<file path="src/hw/rtl/tpa_mul.sv">
// ============================================================================
// tpa_mul - two-stage unsigned multiplier
// Splits operand b into two halves, forms both partial products in the first
// stage and adds them in the second.
// ============================================================================
module tpa_mul #(
    parameter int AW = 40,
    parameter int BW = 40
) (
    input  logic             clk,
    input  logic [AW-1:0]    a,
    input  logic [BW-1:0]    b,
    output logic [AW+BW-1:0] p
);

    localparam int BL = BW / 2;
    localparam int BH = BW - BL;

    logic [AW+BL-1:0] lo_reg;
    logic [AW+BH-1:0] hi_reg;
    logic [AW+BL-1:0] lo_next;
    logic [AW+BH-1:0] hi_next;
    logic [AW+BW-1:0] p_reg;
    logic [AW+BW-1:0] p_next;

    // Partial products on the low and high halves of b
    always_comb
    begin
        lo_next = (AW+BL)'(a) * (AW+BL)'(b[BL-1:0]);
        hi_next = (AW+BH)'(a) * (AW+BH)'(b[BW-1:BL]);
    end

    // Recombine the halves
    assign p_next = {hi_reg, {BL{1'b0}}} + (AW+BW)'(lo_reg);

    always_ff @(posedge clk)
    begin
        lo_reg <= lo_next;
        hi_reg <= hi_next;
        p_reg  <= p_next;
    end

    assign p = p_reg;

endmodule

</file>
<file path="config.mk">
export PLATFORM = sky130hd
export DESIGN_NAME = tpa_mul
export DESIGN_NICKNAME = d
export VERILOG_FILES = /design/src/hw/rtl/tpa_mul.sv
export SDC_FILE = /design/constraint.sdc
export NUM_CORES = 2
export LEC_CHECK = 0
export ABC_AREA = 1
export BUFFER_PORTS_ARGS = -buffer_cell sky130_fd_sc_hd__buf_2
export CAP_MARGIN = 20
export CORE_MARGIN = 2
export CORE_UTILIZATION = 40
export CTS_CLUSTER_DIAMETER = 50
export CTS_CLUSTER_SIZE = 14
export DETAILED_ROUTE_END_ITERATION = 12
export MAX_ROUTING_LAYER = met4
export PLACE_DENSITY_LB_ADDON = 0.1
export SLEW_MARGIN = 30
export SYNTH_ARGS = -nofsm -noshare
export SYNTH_HDL_FRONTEND = slang
export SYNTH_SLANG_ARGS = --single-unit
</file>
<file path="constraint.sdc">
create_clock -name clk -period 5.9 [get_ports clk]
set_clock_uncertainty 0.05 [all_clocks]
set_input_delay 0.295 -clock clk [delete_from_list [all_inputs] [get_ports clk]]
set_output_delay 0.295 -clock clk [all_outputs]
set_load 0.01 [all_outputs]
</file>
## Word-level counts from Yosys, hierarchy flattened

Cells that the tools add are included.

| operators by class | value |
|---|---|
| multiply operators | 2 |
| $add $sub $neg | 1 |

Operators by type and width:

| kind | number |
|---|---|
| 40-bit by 20-bit multiplier with 60-bit output | 2 |
| 80-bit by 60-bit adder with 80-bit output | 1 |

| storage, ports and cells | value |
|---|---|
| output and inout port bits | 80 |
| register bits after elaboration | 200 |
| input port bits | 81 |
| logic and storage cells | 6 |

## Logic depth before layout (Yosys ltp)

| depth | value |
|---|---|
| depth after elaboration | 1 |
| mapped depth | 29 |
| mapped depth without buffers | 28 |

## Least setup slack after synthesis

OpenSTA, ideal clock, no wires.

| timing path | value |
|---|---|
| path type | input port to flip-flop |
| start point | input port b[25] |
| end point | register hi_reg[54] |
| path buffers | 1 |
| stages | 25 |
| library setup time | 0.112 ns |
| required time | 5.738 ns |
| setup slack | 0.238 ns |
| arrival | 5.500 ns |
| path through | clkbuf_1 nand2_1 fa_1 inv_1 fa_1 inv_1 fa_1 inv_1 fa_1 fa_1 fa_1 inv_1 fa_1 inv_1 ha_1 nand2_2 nor2_2 inv_1 nor2_2 inv_2 nor2_4 and2_1 nand2_1 nand3_1 nand2_1 |

| between the ends | value |
|---|---|
| word-level cells in the longest chain between the ends | 1 |

RTL lines:

| what | line | text |
|---|---|---|
| from (decl) | 12 | `input logic [BW-1:0] b,` |
| 40-bit by 20-bit multiplier with 60-bit output | 30 | `hi_next = (AW+BH)'(a) * (AW+BH)'(b[BW-1:BL]);` |
| net hi_next[54] | 22 | `logic [AW+BH-1:0] hi_next;` |
| to (signal assigned) | 39 | `hi_reg <= hi_next;` |
| to (decl) | 20 | `logic [AW+BH-1:0] hi_reg;` |

The timed path passes the listed nets, and every way through them passes these cells.

## Final worst setup path

| timing path | value |
|---|---|
| start point | input port b[23] |
| end point | register hi_reg[21] |

The elaborated chain is that of the path after synthesis.

==> results by group <==
Critical path
  – CP required: 6.25 ns
  – Startpoint Class: input pin
  – CP Class: input pin to register
  – Critical Path Sink Type: register
  – Crit path DAT: 6.10 ns
  – Worst r2r dst: p[50]
  – CP max FO: 15
  – Worst flop-to-flop path startpoint: lo_reg[21]
  – Worst-case reg-to-reg path depth: 10
  – Crit path from: b[23]
  – Worst setup path end: hi_reg[21]
  – R2R Setup Slk: 3.37 ns

Final layout
  – Max reg flops: 80
  – Ant. Diodes: 0
  – Share of layout cells above drive strength 1: 12.5%
  – Area added between synthesis and finish: 17.1%
  – Net total in the final layout: approximately 11000

GRT
  – Met1 usage: 38.1%
  – Busiest grt layer: met2
  – Largest net degree at the start of global routing: 41
  – Initial antenna violation count: 0
  – Vias in the first global route: 56300
  – First-pass GRT wire length: roughly 330000 microns
  – Total Routing Usage GR: 27.3%
  – Met3 usage in global routing: about 2.0%
  – GRT met2 Usage: a little over two fifths
  – GR Overflow Total: 0

Yosys
  – Post-synthesis compound-gate area fraction: between 1 and 1.5%
  – Adder-Cell Fraction of Synth Area: 50.3%
  – Mux contribution to synthesized area: 0%
  – Main combinational cell family by area after synthesis: adder cells
  – Cells after Synth: slightly below 9000
  – Yosys warning count: 0
  – FF+latch count, synth: 200
  – Cell variety after synth: 35
  – Seq/Total Area, Yosys: 6.30%
  – Post-Synth Simple-Gate Area: 22.7%
  – Mean post-synth cell area: 7.13 sq um
  – Synth Cell Area: ~64000 sq um
  – Syn Nets: 10700
  – XOR/XNOR Fraction of Synth Area: 1.36%

Timing
  – Fin. Hold Viols: 0
  – Slew margin rel.: between 50% and 60%
  – Worst-Margin Slew: 0.721 ns
  – Count of final setup violators: 0
  – Max Freq: ~170 MHz
  – RSZ-0062 raised after global routing: true
  – Final setup margin: 0.154 ns
  – Max Slew Vio Count: 0
  – Final cycle utilization of the critical path: between 90% and 100%
  – Post-layout minimum cycle time: approximately 5.7 ns
  – TNS Setup: 0 ns

Placed design
  – Number of port buffers: 160
  – Worst slack, placed: -0.754 ns
  – GPL Wtd Cong: about 0.96
  – DP Wirelength: 185000 microns

Route
  – DR vias/cell: 4.65
  – First DRT Iteration DRCs: 3483
  – ANT nets after route: 0
  – DR pass1 iterations: 6
  – Routed WL: 209000 microns
  – Remaining DRCs: 0
  – Via count: 53700
  – DR WL/cell: around 18 microns

Clocking
  – Post-cts hold buffer count: 0
  – CTS tree: built
  – Number of buffers created by CTS: 17
  – Clock transition at path regs: roughly 0.08 ns
  – CTS Sinks: 200
  – Deepest clock path buffer count: 2
  – CTS root buffer: clkbuf_16
  – Clk_lat worst skew: 0.52 ns
  – H-Tree Level Count: 4

Floorplan
  – I/O pin cnt: around 160
  – Initial Util: 40.2%
  – DIE AREA: 162000 sq um
  – Die width: 403 microns
  – Die height: 403 microns
  – Std cell rows: 146
  – Core Box Area: 158000 sq um

Min path
  – Hold WC Path Type: input pin to register

Flow run
  – Max Cap Viol: 0

Run status
  – Run status: finished, final reports clean
==> stage by stage <==
stage | instance area (sq um) | std cells | hold slack, ns | utilization [%]
global placement | 72300 | 11500 | 0.262 | 45.7
finish | 74400 | 11500 | 0.172 | 47.1
floorplan | 63600 | 8915 | 0.260 | -
detailed placement | 72300 | 11500 | 0.263 | 45.7
global route | 74400 | 11500 | 0.183 | 47.1
CTS | 73000 | 11500 | 0.127 | 46.1
==> area by class of cell <==
| type | instances | area, sq um |
|---|---|---|
| Clock buffer | 18 | 439 |
| Clock inverter | 14 | 179 |
| Sequential cell | 200 | 4000 |
| Timing Repair Buffer | 846 | 7690 |
| Multi-Input combinational cell | 5610 | 49100 |
| Fill cell | 16300 | 83700 |
| Inverter | 2785 | 10500 |
| Tap cell | 2072 | 2590 |
==> cells by family (layout without fill, tap and decap cells) <==
family	Yosys count	in the layout
buf+inv	3105	3663
simple gates	3647	3647
fa+ha+maj	1741	1741
flops	200	200
xor+xnor	99	99
compound gates	123	123
==> worst min-delay path by stage <==
| stage | from | end | cells past startpoint |
|---|---|---|---|
| global placement | lo_reg[9] | p[9] | 0 |
| CTS | b[20] | hi_reg[0] | 3 |
| global route | b[20] | hi_reg[0] | 3 |
| floorplan | lo_reg[0] | p[0] | 0 |
| finish | b[20] | hi_reg[0] | 3 |
| detailed placement | lo_reg[3] | p[3] | 0 |
==> layout by cell type (no fill, tap or decap), drive strengths merged <==
cell	n
nand3	162
nand3b	5
bufinv	1
o21bai	8
nand4	52
xor2	77
and2	16
a21oi	95
nand2	3068
clkinvlp	2
a21o	2
and3	2
and3b	1
fa	1361
clkbuf	29
nor3	36
a21boi	1
nor4	2
buf	835
dfxtp	200
ha	380
o21ai	15
clkinv	6
nor2	298
o21a	2
or2	5
xnor2	22
inv	2790
==> cell usage after synthesis, drive strengths merged <==
| cell | number | area (sq um) |
|---|---|---|
| nand4 | 52 | 325 |
| xor2 | 77 | 674 |
| clkbuf | 320 | 1200 |
| a21boi | 1 | 7.51 |
| o21ai | 15 | 78.8 |
| nor3 | 36 | 267 |
| xnor2 | 22 | 193 |
| and2 | 16 | 101 |
| nor2 | 298 | 1210 |
| a21o | 2 | 15.0 |
| nor4 | 2 | 12.5 |
| and3b | 1 | 8.76 |
| dfxtp | 200 | 4000 |
| ha | 380 | 4750 |
| nand3b | 5 | 37.5 |
| and3 | 2 | 12.5 |
| a21oi | 95 | 475 |
| fa | 1361 | 27200 |
| o21bai | 8 | 60.1 |
| nand3 | 162 | 861 |
| or2 | 5 | 31.3 |
| inv | 2785 | 10500 |
| nand2 | 3068 | 11600 |
| o21a | 2 | 15.0 |
==> metal layers <==
| metal | up-vias | routed length (microns) | share of wire [%] |
|---|---|---|---|
| met1 | 26600 | 97800 | 47 |
| met3 | 161 | 9980 | 4.8 |
| met2 | 1297 | 96000 | 46 |
| met5 | - | 0 | 0 |
| li1 | 25700 | - | - |
| met4 | 0 | 5020 | 2.4 |
==> critical path, cell delays in order <==
cell	delay, ns
buf_2	0.14
buf_12	0.16
buf_12	0.14
buf_4	0.17
nand2_1	0.07
inv_1	0.05
fa_1	0.50
inv_1	0.05
fa_1	0.50
inv_1	0.06
fa_1	0.45
fa_1	0.48
ha_1	0.29
inv_1	0.05
fa_1	0.49
inv_1	0.05
fa_1	0.49
ha_4	0.32
nand2_1	0.10
buf_4	0.15
nor2_1	0.09
buf_4	0.15
nand2_1	0.06
nand2_1	0.13
nand2_1	0.08
nand3b_1	0.19
buf_4	0.15
xor2_1	0.22
==> timing repair <==
action / in CTS / in global routing
gates resized for setup: 17 / 329
buffers inserted: 0 / 5
endpoints found under the setup margin: 26 / 88
gates cloned: 0 / 5
pin swaps: 1 / 42
endpoints found under the hold margin: 0 / 0
Power is not shown: default switching activity piles up to over one toggle a cycle in this logic, so the estimate is an artifact.
