==> src/hw/rtl/tpa_delay.sv <==
// ============================================================================
// tpa_delay - fixed-depth data delay line
// Carries side data alongside a pipelined unit, one register per cycle.
// ============================================================================
module tpa_delay #(
    parameter int WIDTH = 8,
    parameter int DEPTH = 2
) (
    input  logic             clk,
    input  logic [WIDTH-1:0] din,
    output logic [WIDTH-1:0] dout
);

    logic [WIDTH-1:0] stage_reg [DEPTH];

    // Shift the data one stage each cycle
    always_ff @(posedge clk)
    begin
        stage_reg[0] <= din;
        for (int i = 1; i < DEPTH; i++)
        begin
            stage_reg[i] <= stage_reg[i-1];
        end
    end

    assign dout = stage_reg[DEPTH-1];

endmodule

==> config.mk <==
export PLATFORM = sky130hd
export DESIGN_NAME = tpa_delay
export DESIGN_NICKNAME = d
export VERILOG_FILES = /design/src/hw/rtl/tpa_delay.sv
export SDC_FILE = /design/constraint.sdc
export NUM_CORES = 1
export LEC_CHECK = 0
export BUFFER_PORTS_ARGS = -buffer_cell sky130_fd_sc_hd__buf_4
export CORE_AREA = 5 5 42 44
export DETAILED_ROUTE_END_ITERATION = 6
export DIE_AREA = 0 0 47 49
export PLACE_DENSITY = 0.52
export SETUP_SLACK_MARGIN = 0.1
export SYNTH_ARGS = -nofsm -noshare
export SYNTH_HDL_FRONTEND = slang
export SYNTH_SLANG_ARGS = --single-unit
==> constraint.sdc <==
create_clock -name clk -period 0.8 [get_ports clk]
set_input_delay 0.2 -clock clk [delete_from_list [all_inputs] [get_ports clk]]
set_output_delay 0.2 -clock clk [all_outputs]
set_load 0.05 [all_outputs]
-- Yosys cells after proc, flatten, opt, wreduce, memory -nomap -nowiden
Memories as Yosys holds them, arrays and structs flattened.
Index checks and enable logic that the tools add are counted.
- flip-flop bits (word level): 0
- memory bits (writable): 16
- input port bits: 9
- output and inout port bits: 8
- logic and storage cells: 1
- memories kept: 1
- memories (name ; depth ; width ; read ports ; clocked after Yosys merged registers in ; write ports ; RTL line ; text):
    stage_reg ; 2 ; 8 ; 2 ; 0 ; 2 ; 14 ; logic [WIDTH-1:0] stage_reg [DEPTH];

-- Logic depth before layout (Yosys ltp)
Gate-level depths: netlist of the first run.
- depth after elaboration: 0
- depth in mapped cells: 1
- depth with buffers taken out: 0

-- Worst setup path after synthesis of the first run
OpenSTA, ideal clock, no wires.
- kind: reg-to-output
- from: mem stage_reg[1][0] (netlist: stage_reg[0][8])
- to: out dout[0]
- arrival time: 0.465 ns
- data required time: 0.600 ns
- path slack: 0.135 ns
- cell stages (with the launch flop): 2
- buffers on the path: 1
- path through: dfxtp_1 -> buf_4
- RTL lines (what ; RTL line ; text):
    start, declared ; 14 ;
    end, declared ; 11 ; output logic [WIDTH-1:0] dout

==> results.cfg, run 1 <==
[cells_and_area]
final_cell_area_sq_um = 567
largest_reg_flops = 16
fillCellCount = 141
antenna_cells = 0
layout.nets = 46
drive_above_1_share_pct = 77.8
multiInputCombCellCount = 0
areaGrowthSynthToFinish_pct = 49.0
multiInputGateArea_sq_um = 0

[cts]
cts_buffers = 3
clockBufferDepth = 2
cts_tree = built
cts_setup_buffers = 0
h-tree-depth = 1
path_clk_slew_ps = 80
cts_root_buf = clkbuf_4
cts_sinks = 16
insertion_delay_ps = 270

[grt]
grt_overflow_total = 0
antenna_found_initial = 0
grt_pass1_vias = 184
grt_max_degree = 10
grtUsageTotal_pct = 4.97
grt_pass1_wl_microns = 703

[detailed_routing]
wl_met1_microns = 123
drt-initial-drc-count = 0
routed-wl-met3_microns = 37
viasPerCell = 3.38
num_vias = 176
post_drt_wl_per_cell_microns = 8.83
drc_errors = 0
dr.max_layer_used = met4
wl_microns = 459
dr.pass1.iters = 1
ant_nets = 0
wl_met2_microns = 290

[yosys]
syn-cell-area_sq_um = 380
synth-simple-area-share_pct = 0
ys_seq_area_share_pct = 84.2
synth-xor-area-share_pct = 0
syn_inst = 24
yosys_register_bits = 16
muxShareOfSynthArea_pct = 0
synth_top_family_by_area = buffers and inverters
synth.avg_cell_area_sq_um = 15.8
synth-compound-area-share_pct = 0
synthAdderAreaFrac_pct = 0
synthDistinctLibCells = 2
ys_warn_count = 0
syn-num-nets = 33

[min_path]
hold_class = in2reg

[setup_path]
cp-start-kind = flip-flop
cp_slowest_cell = dfxtp_2
crit_type = reg2out
critical_path.endpoint_type = output pin
worstPathRequired_ps = 600
slowest_delay_ps = 340
r2r_slack_ps = 400
cp_top_family = flip-flops
arrival_ps = 750
worstPathCellList = buf_8
crit_path_max_fanout = 1
cp_num_buf_inv = 1

[timing]
max_slew_margin_pct = 94.5
worst_slack_ps = -152
setup_viol_count_final = 8
hold_viol_final = 0
worst_pin_slew_ps = 82.2
min_period_ps = 952
slew_viol_final = 0
rsz0062_at_grt = yes
tns_ps = -1170
post-route-period-util_pct = 119
clock_skew_ps = 3.93
fmax_ghz = 1.05

[power]
seqPwrFrac_pct = 56.7
swShare_pct = 20.9
power_frac_comb_pct = 11.0
p_per_area_nw_per_um2 = 2680
p_leak_nw = 0.254
p_sw_uw = 317
p_int_mw = 1.20
power_mw = 1.52
peakVddDrop_mv = 1.15
clkPwrFrac_pct = 32.3

[run_status]
status = complete, but fails checks
failed_checks = setup timing

[placement]
port_buffers = 16
dp_slack_ps = 107
placed_area_sq_um = 460
globalplace.congestion = 0.504

[floorplan]
design.die.area_sq_um = 2300
num_rows = 14
initial_core_util_pct = 27.1
chipHeight_microns = 49
core_sq_um = 1400
die_x_microns = 47
ioPinCount = 17

[flow_run]
cap_violations = 0
-- area by class of cell --
type	instances	area, sq um	area share (%)
timing repair buffer	16	180	31.8
sequential	16	330	58.3
clock buffer	4	36.3	6.40
tap	16	20.0	3.53
-- placed cells by master (no fill, tap or decap) --
cell / instances
buf_4: 8
dfxtp_1: 8
buf_8: 8
clkbuf_8: 1
dfxtp_2: 8
clkbuf_4: 3
-- worst paths after layout --
check | from | end | depth (start not counted)
worst max-delay path | stage_reg[0][11] | dout[3] | 1
worst min-delay path | din[0] | stage_reg[0][0] | 1
worst max register to register | stage_reg[0][0] | stage_reg[0][8] | 0
worst min register to register | stage_reg[0][7] | stage_reg[0][15] | 0
-- synthesized netlist by cell type --
master | number | area (sq um)
dfxtp_1 | 16 | 320
buf_4 | 8 | 60.1
-- repair_timing --
action / CTS / global route
setup endpoints to repair: 8 / 8
gates resized for setup: 23 / 1
hold buffers: 0 / 0
-- metrics by stage --
step / hold WS [ps] / std cells / util [%]
global placement: 304 / 48 / 32.9
global route: 6.26 / 52 / 40.4
detailed placement: 306 / 48 / 32.9
finish: 23.4 / 52 / 40.4
floorplan: 228 / 24 / -
CTS: 12.3 / 52 / 40.2
-- per-layer routing --
metal,track usage [%],vias to the layer above
met3,2.21,2
met1,3.38,78
li1,-,89
met5,0,-
met2,7.69,7
met4,6.91,0
-- power groups by stage --
stage / Combinational, mW / Sequential (mW) / Clock (mW)
finish: 0.167 / 0.860 / 0.489
global route: 0.171 / 0.865 / 0.538
CTS: 0.167 / 0.861 / 0.511
detailed placement: 0.140 / 0.868 / 0
global placement: 0.138 / 0.865 / 0
floorplan: 0.107 / 0.864 / 0
-- logic make-up (layout without fill, tap and decap cells) --
group                  Yosys count  count (layout)
DFF                             16              16
buffers and inverters            8              20
No activity file was read; power rests on OpenSTA's default activity.
==> run 2, diff against run 1 <==
==> constraint.sdc (replaced) <==
create_clock -name clk -period 0.8 [get_ports clk]
set_input_delay 0.08 -clock clk [delete_from_list [all_inputs] [get_ports clk]]
set_output_delay 0.08 -clock clk [all_outputs]
set_load 0.05 [all_outputs]
==> run 2 against run 1 <==
  * Maximum frequency is 15% higher
  * Sequential share of layout area fell by 7.2 points
  * Utilization grew 5.7 points
  * Highest routed layer unchanged
  * Via count increased by 17%
  * The run still ends with setup timing left
  * Largest cell class unchanged
  * Count of clock-buffer cells in the layout unchanged
  * Die area stayed put
  * Combinational power is 19% higher
  * Sequential power about the same
  * Sequential cell count did not move
  * Critical path depth did not move
==> results.cfg, run 2 (synthesis gave the netlist of run 1 again) <==
[setup_path]
cp-start-kind = flip-flop
r2r_slack_ps = 390
worstPathCellList = buf_8
worstRegToRegCells = 0
cp_num_buf_inv = 1
crit_path_max_fanout = 1
r2r_end = stage_reg[0][11]
cp_top_family = flip-flops
critical_path.endpoint_type = output pin
worstPathRequired_ps = 720
slowest_delay_ps = 340
crit_type = reg2out
cp_slowest_cell = dfxtp_2
arrival_ps = 750
rr_startpoint = stage_reg[0][3]

[grt]
grt_max_degree = 10
grt_overflow_total = 0
grt_pass1_wl_microns = 828
antenna_found_initial = 0
grtUsageTotal_pct = 5.54
grt_pass1_vias = 215

[placement]
port_buffers = 16
placed_area_sq_um = 460
globalplace.congestion = 0.504
dp.cells = 48
dp_slack_ps = 227

[run_status]
failed_checks = setup timing
status = complete, but fails checks

[timing]
worst_pin_slew_ps = 81.3
rsz0062_at_grt = yes
min_period_ps = 831
setup_viol_count_final = 8
clock_skew_ps = 0.947
slew_viol_final = 0
max_slew_margin_pct = 94.6
fmax_ghz = 1.20
hold_viol_final = 0
post-route-period-util_pct = 104
worst_slack_ps = -30.6

[cts]
cts_buffers = 3
insertion_delay_ps = 270
cts_sinks = 16
clockBufferDepth = 2
cts_tree = built
cts_setup_buffers = 0
path_clk_slew_ps = 80
h-tree-depth = 1
cts_root_buf = clkbuf_4

[min_path]
whs_path_depth = 0
hold_class = reg2reg
hold_path_end = stage_reg[0][10]
hp-start = stage_reg[0][2]

[detailed_routing]
dr.pass1.iters = 1
post_drt_wl_per_cell_microns = 8.33
num_vias = 206
wl_microns = 500
viasPerCell = 3.43
ant_nets = 0
drt-initial-drc-count = 0
drc_errors = 0

[floorplan]
num_rows = 14
design.die.area_sq_um = 2300
initial_core_util_pct = 27.1
die_x_microns = 47
ioPinCount = 17
chipHeight_microns = 49
core_sq_um = 1400

[power]
p_leak_nw = 0.287
peakVddDrop_mv = 1.19
power_mw = 1.55
p_per_area_nw_per_um2 = 2400

[cells_and_area]
antenna_cells = 0
largest_reg_flops = 16
finalNonFillerCells = 60
mostFrequentLayoutCells = dlygate4sd3_1, buf_4, buf_8, dfxtp_1, dfxtp_2
drive_above_1_share_pct = 63.6
multiInputCombCellCount = 0
areaGrowthSynthToFinish_pct = 70.1
layout.nets = 54
fin_util_pct = 46.2
multiInputGateArea_sq_um = 0
final_cell_area_sq_um = 647

[flow_run]
cap_violations = 0
## run 2: cell count changes in the layout (fill, tap and decap cells not counted), sizes merged
cell         previous run  this run
dlygate4sd3             0         8
## run 2: worst max path at each step
stage                   end  slack [ps]             start  cells past startpoint
finish              dout[3]         -30  stage_reg[0][11]                      1
global route        dout[1]         -70   stage_reg[0][9]                      1
floorplan           dout[0]         250   stage_reg[0][8]                      1
CTS                 dout[3]         -50  stage_reg[0][11]                      1
global placement    dout[5]         240  stage_reg[0][13]                      1
detailed placement  dout[3]         230  stage_reg[0][11]                      1
## run 2: area by class of cell
cell class | instances | area [sq um]
Timing Repair Buffer | 24 | 260
Tap cell | 16 | 20.0
Sequential cell | 16 | 330
Clock buffer | 4 | 36.3
Fill cell | 137 | 754
## run 2: routing by layer
| layer | wire, microns | share of wire [%] | track usage, % | vias to the layer above |
|---|---|---|---|---|
| li1 | - | - | - | 106 |
| met1 | 147 | 29 | 4.05 | 91 |
| met2 | 301 | 60 | 8.82 | 7 |
| met3 | 43 | 8.6 | 2.21 | 2 |
| met4 | 8 | 1.6 | 6.91 | 0 |
| met5 | 0 | 0 | 0 | - |
## run 2: repair_timing
item / 4_1_cts / 5_1_grt
pin swaps: 0 / 0
hold buffers: 8 / 0
resized for setup: 23 / 1
setup endpoints to repair: 8 / 8
hold endpoints to repair: 8 / 0
## run 2: per-stage QoR
stage	hold WS [ps]	TNS, ps
floorplan	108	0
global placement	184	0
detailed placement	186	0
CTS	329	-335
global route	334	-483
finish	330	-215
## run 2: report_power, final
| group | total (mW) | switching (mW) | leakage, nW | internal (mW) |
|---|---|---|---|---|
| Clock | 0.492 | 0.216 | 0.0210 | 0.276 |
| Combinational | 0.198 | 0.0927 | 0.131 | 0.105 |
| Sequential | 0.860 | 0.0172 | 0.135 | 0.843 |
| Total | 1.55 | 0.326 | 0.287 | 1.22 |
==> run 3, diff against run 2 <==
--- a/config.mk
+++ b/config.mk
@@ -5,12 +5,13 @@
 export SDC_FILE = /design/constraint.sdc
 export NUM_CORES = 1
 export LEC_CHECK = 0
+export ABC_CLOCK_PERIOD_IN_PS = 800
 export BUFFER_PORTS_ARGS = -buffer_cell sky130_fd_sc_hd__buf_4
 export CORE_AREA = 5 5 42 44
 export DETAILED_ROUTE_END_ITERATION = 6
 export DIE_AREA = 0 0 47 49
 export PLACE_DENSITY = 0.52
-export SETUP_SLACK_MARGIN = 0.1
+export SETUP_SLACK_MARGIN = 0.4
 export SYNTH_ARGS = -nofsm -noshare
 export SYNTH_HDL_FRONTEND = slang
 export SYNTH_SLANG_ARGS = --single-unit
==> run 3 against run 2 <==
  * The flow finishes with violations (hold timing, setup timing)
  * Utilization shrank 7.3 points
  * Worst setup slack gained 13 ps
  * Die area is the same
  * Critical path type unchanged
  * Largest cell class unchanged
==> results.cfg, run 3 (synthesis gave the netlist of run 1 again) <==
[run_status]
status = complete, but fails checks
failed_checks = hold timing, setup timing

[min_path]
hold_class = in2reg

[timing]
rsz0062_at_grt = yes
holdWs_ps = -86.4
slew_viol_final = 0
setup_viol_count_final = 8
worst_pin_slew_ps = 108
tns_ps = -114
worst_slack_ps = -17.2
clock_skew_ps = 0.344
max_slew_margin_pct = 92.8
post-route-period-util_pct = 102
fmax_ghz = 1.22
min_period_ps = 817
hold_viol_final = 8

[cts]
clockBufferDepth = 2
cts_root_buf = clkbuf_4
path_clk_slew_ps = 70
h-tree-depth = 1
cts_setup_buffers = 0
cts_tree = built
insertion_delay_ps = 260
cts_sinks = 16
cts_buffers = 3

[floorplan]
ioPinCount = 17
initial_core_util_pct = 27.1
design.die.area_sq_um = 2300
die_x_microns = 47
num_rows = 14
core_sq_um = 1400
chipHeight_microns = 49

[power]
p_per_area_nw_per_um2 = 2550
p_leak_nw = 0.243
peakVddDrop_mv = 0.881

[cells_and_area]
drive_above_1_share_pct = 82.9
layout.nets = 46
multiInputGateArea_sq_um = 0
fillCellCount = 141
multiInputCombCellCount = 0
largest_reg_flops = 16
final_common_cell = dfxtp_2
antenna_cells = 0
finalNonFillerCells = 51
areaGrowthSynthToFinish_pct = 43.1
mostFrequentLayoutCells = dfxtp_2, buf_4, dfxtp_1

[setup_path]
cp_slowest_cell = dfxtp_2
crit_type = reg2out
crit_path_max_fanout = 1
cp-start-kind = flip-flop
slowest_delay_ps = 330
cp_num_buf_inv = 1
worstPathRequired_ps = 720
critical_path.endpoint_type = output pin
cp_top_family = flip-flops
worstPathCellList = buf_6
arrival_ps = 740

[grt]
grt_max_degree = 9
grt_pass1_vias = 172
grtUsageTotal_pct = 4.97
grt_overflow_total = 0
antenna_found_initial = 0
grt_pass1_wl_microns = 745

[detailed_routing]
drc_errors = 0
dr.pass1.iters = 1
ant_nets = 0
num_vias = 163
post_drt_wl_per_cell_microns = 8.57
wl_microns = 437
drt-initial-drc-count = 0
viasPerCell = 3.20

[placement]
dp_slack_ps = 240
globalplace.congestion = 0.500
port_buffers = 16
dp.cells = 48

[flow_run]
cap_violations = 0
-- run 3: cell types whose count changed in the layout (fill, tap and decap cells not counted) --
cell,previous run,this run
dlygate4sd3_1,8,0
dfxtp_2,8,10
clkbuf_8,1,0
dfxtp_1,8,6
buf_6,0,3
buf_8,8,5
-- run 3: path summary, 6_finish.rpt --
path	from	end	slack [ps]	depth (start not counted)
setup / recovery	stage_reg[0][15]	dout[7]	-20	1
setup reg to reg	stage_reg[0][2]	stage_reg[0][10]	390	0
hold reg to reg	stage_reg[0][0]	stage_reg[0][8]	330	0
hold / removal	din[1]	stage_reg[0][1]	-90	1
-- run 3: repair_timing --
action	CTS	global route
hold endpoints to repair	8	8
setup endpoints to repair	12	16
gates resized for setup	12	3
-- run 3: layout make-up --
type	count	area [sq um]	share of cell area, %
tap	16	20.0	3.68
clock buffer	3	22.5	4.14
timing repair buffer	16	169	31.0
sequential	16	333	61.1
-- run 3: metal layers --
metal	global-route usage, %	share of wire [%]
met1	4.73	25
met2	7.01	65
met3	2.21	7.8
met4	5.53	1.4
met5	0	0
-- run 3: power by group --
part | internal [mW] | switching [mW] | total (mW)
clock network | 0.174 | 0.192 | 0.365
logic | 0.0740 | 0.0871 | 0.161
registers | 0.844 | 0.0152 | 0.859
total | 1.09 | 0.294 | 1.39
-- run 3: metrics by stage --
step / util (%) / instance area (sq um) / power [mW]
2_1_floorplan: - / 420 / 0.993
3_3_place_gp: 33.6 / 470 / 1.01
3_5_place_dp: 33.6 / 470 / 1.01
4_1_cts: 38.4 / 538 / 1.41
5_1_grt: 38.8 / 544 / 1.45
6_report: 38.8 / 544 / 1.39
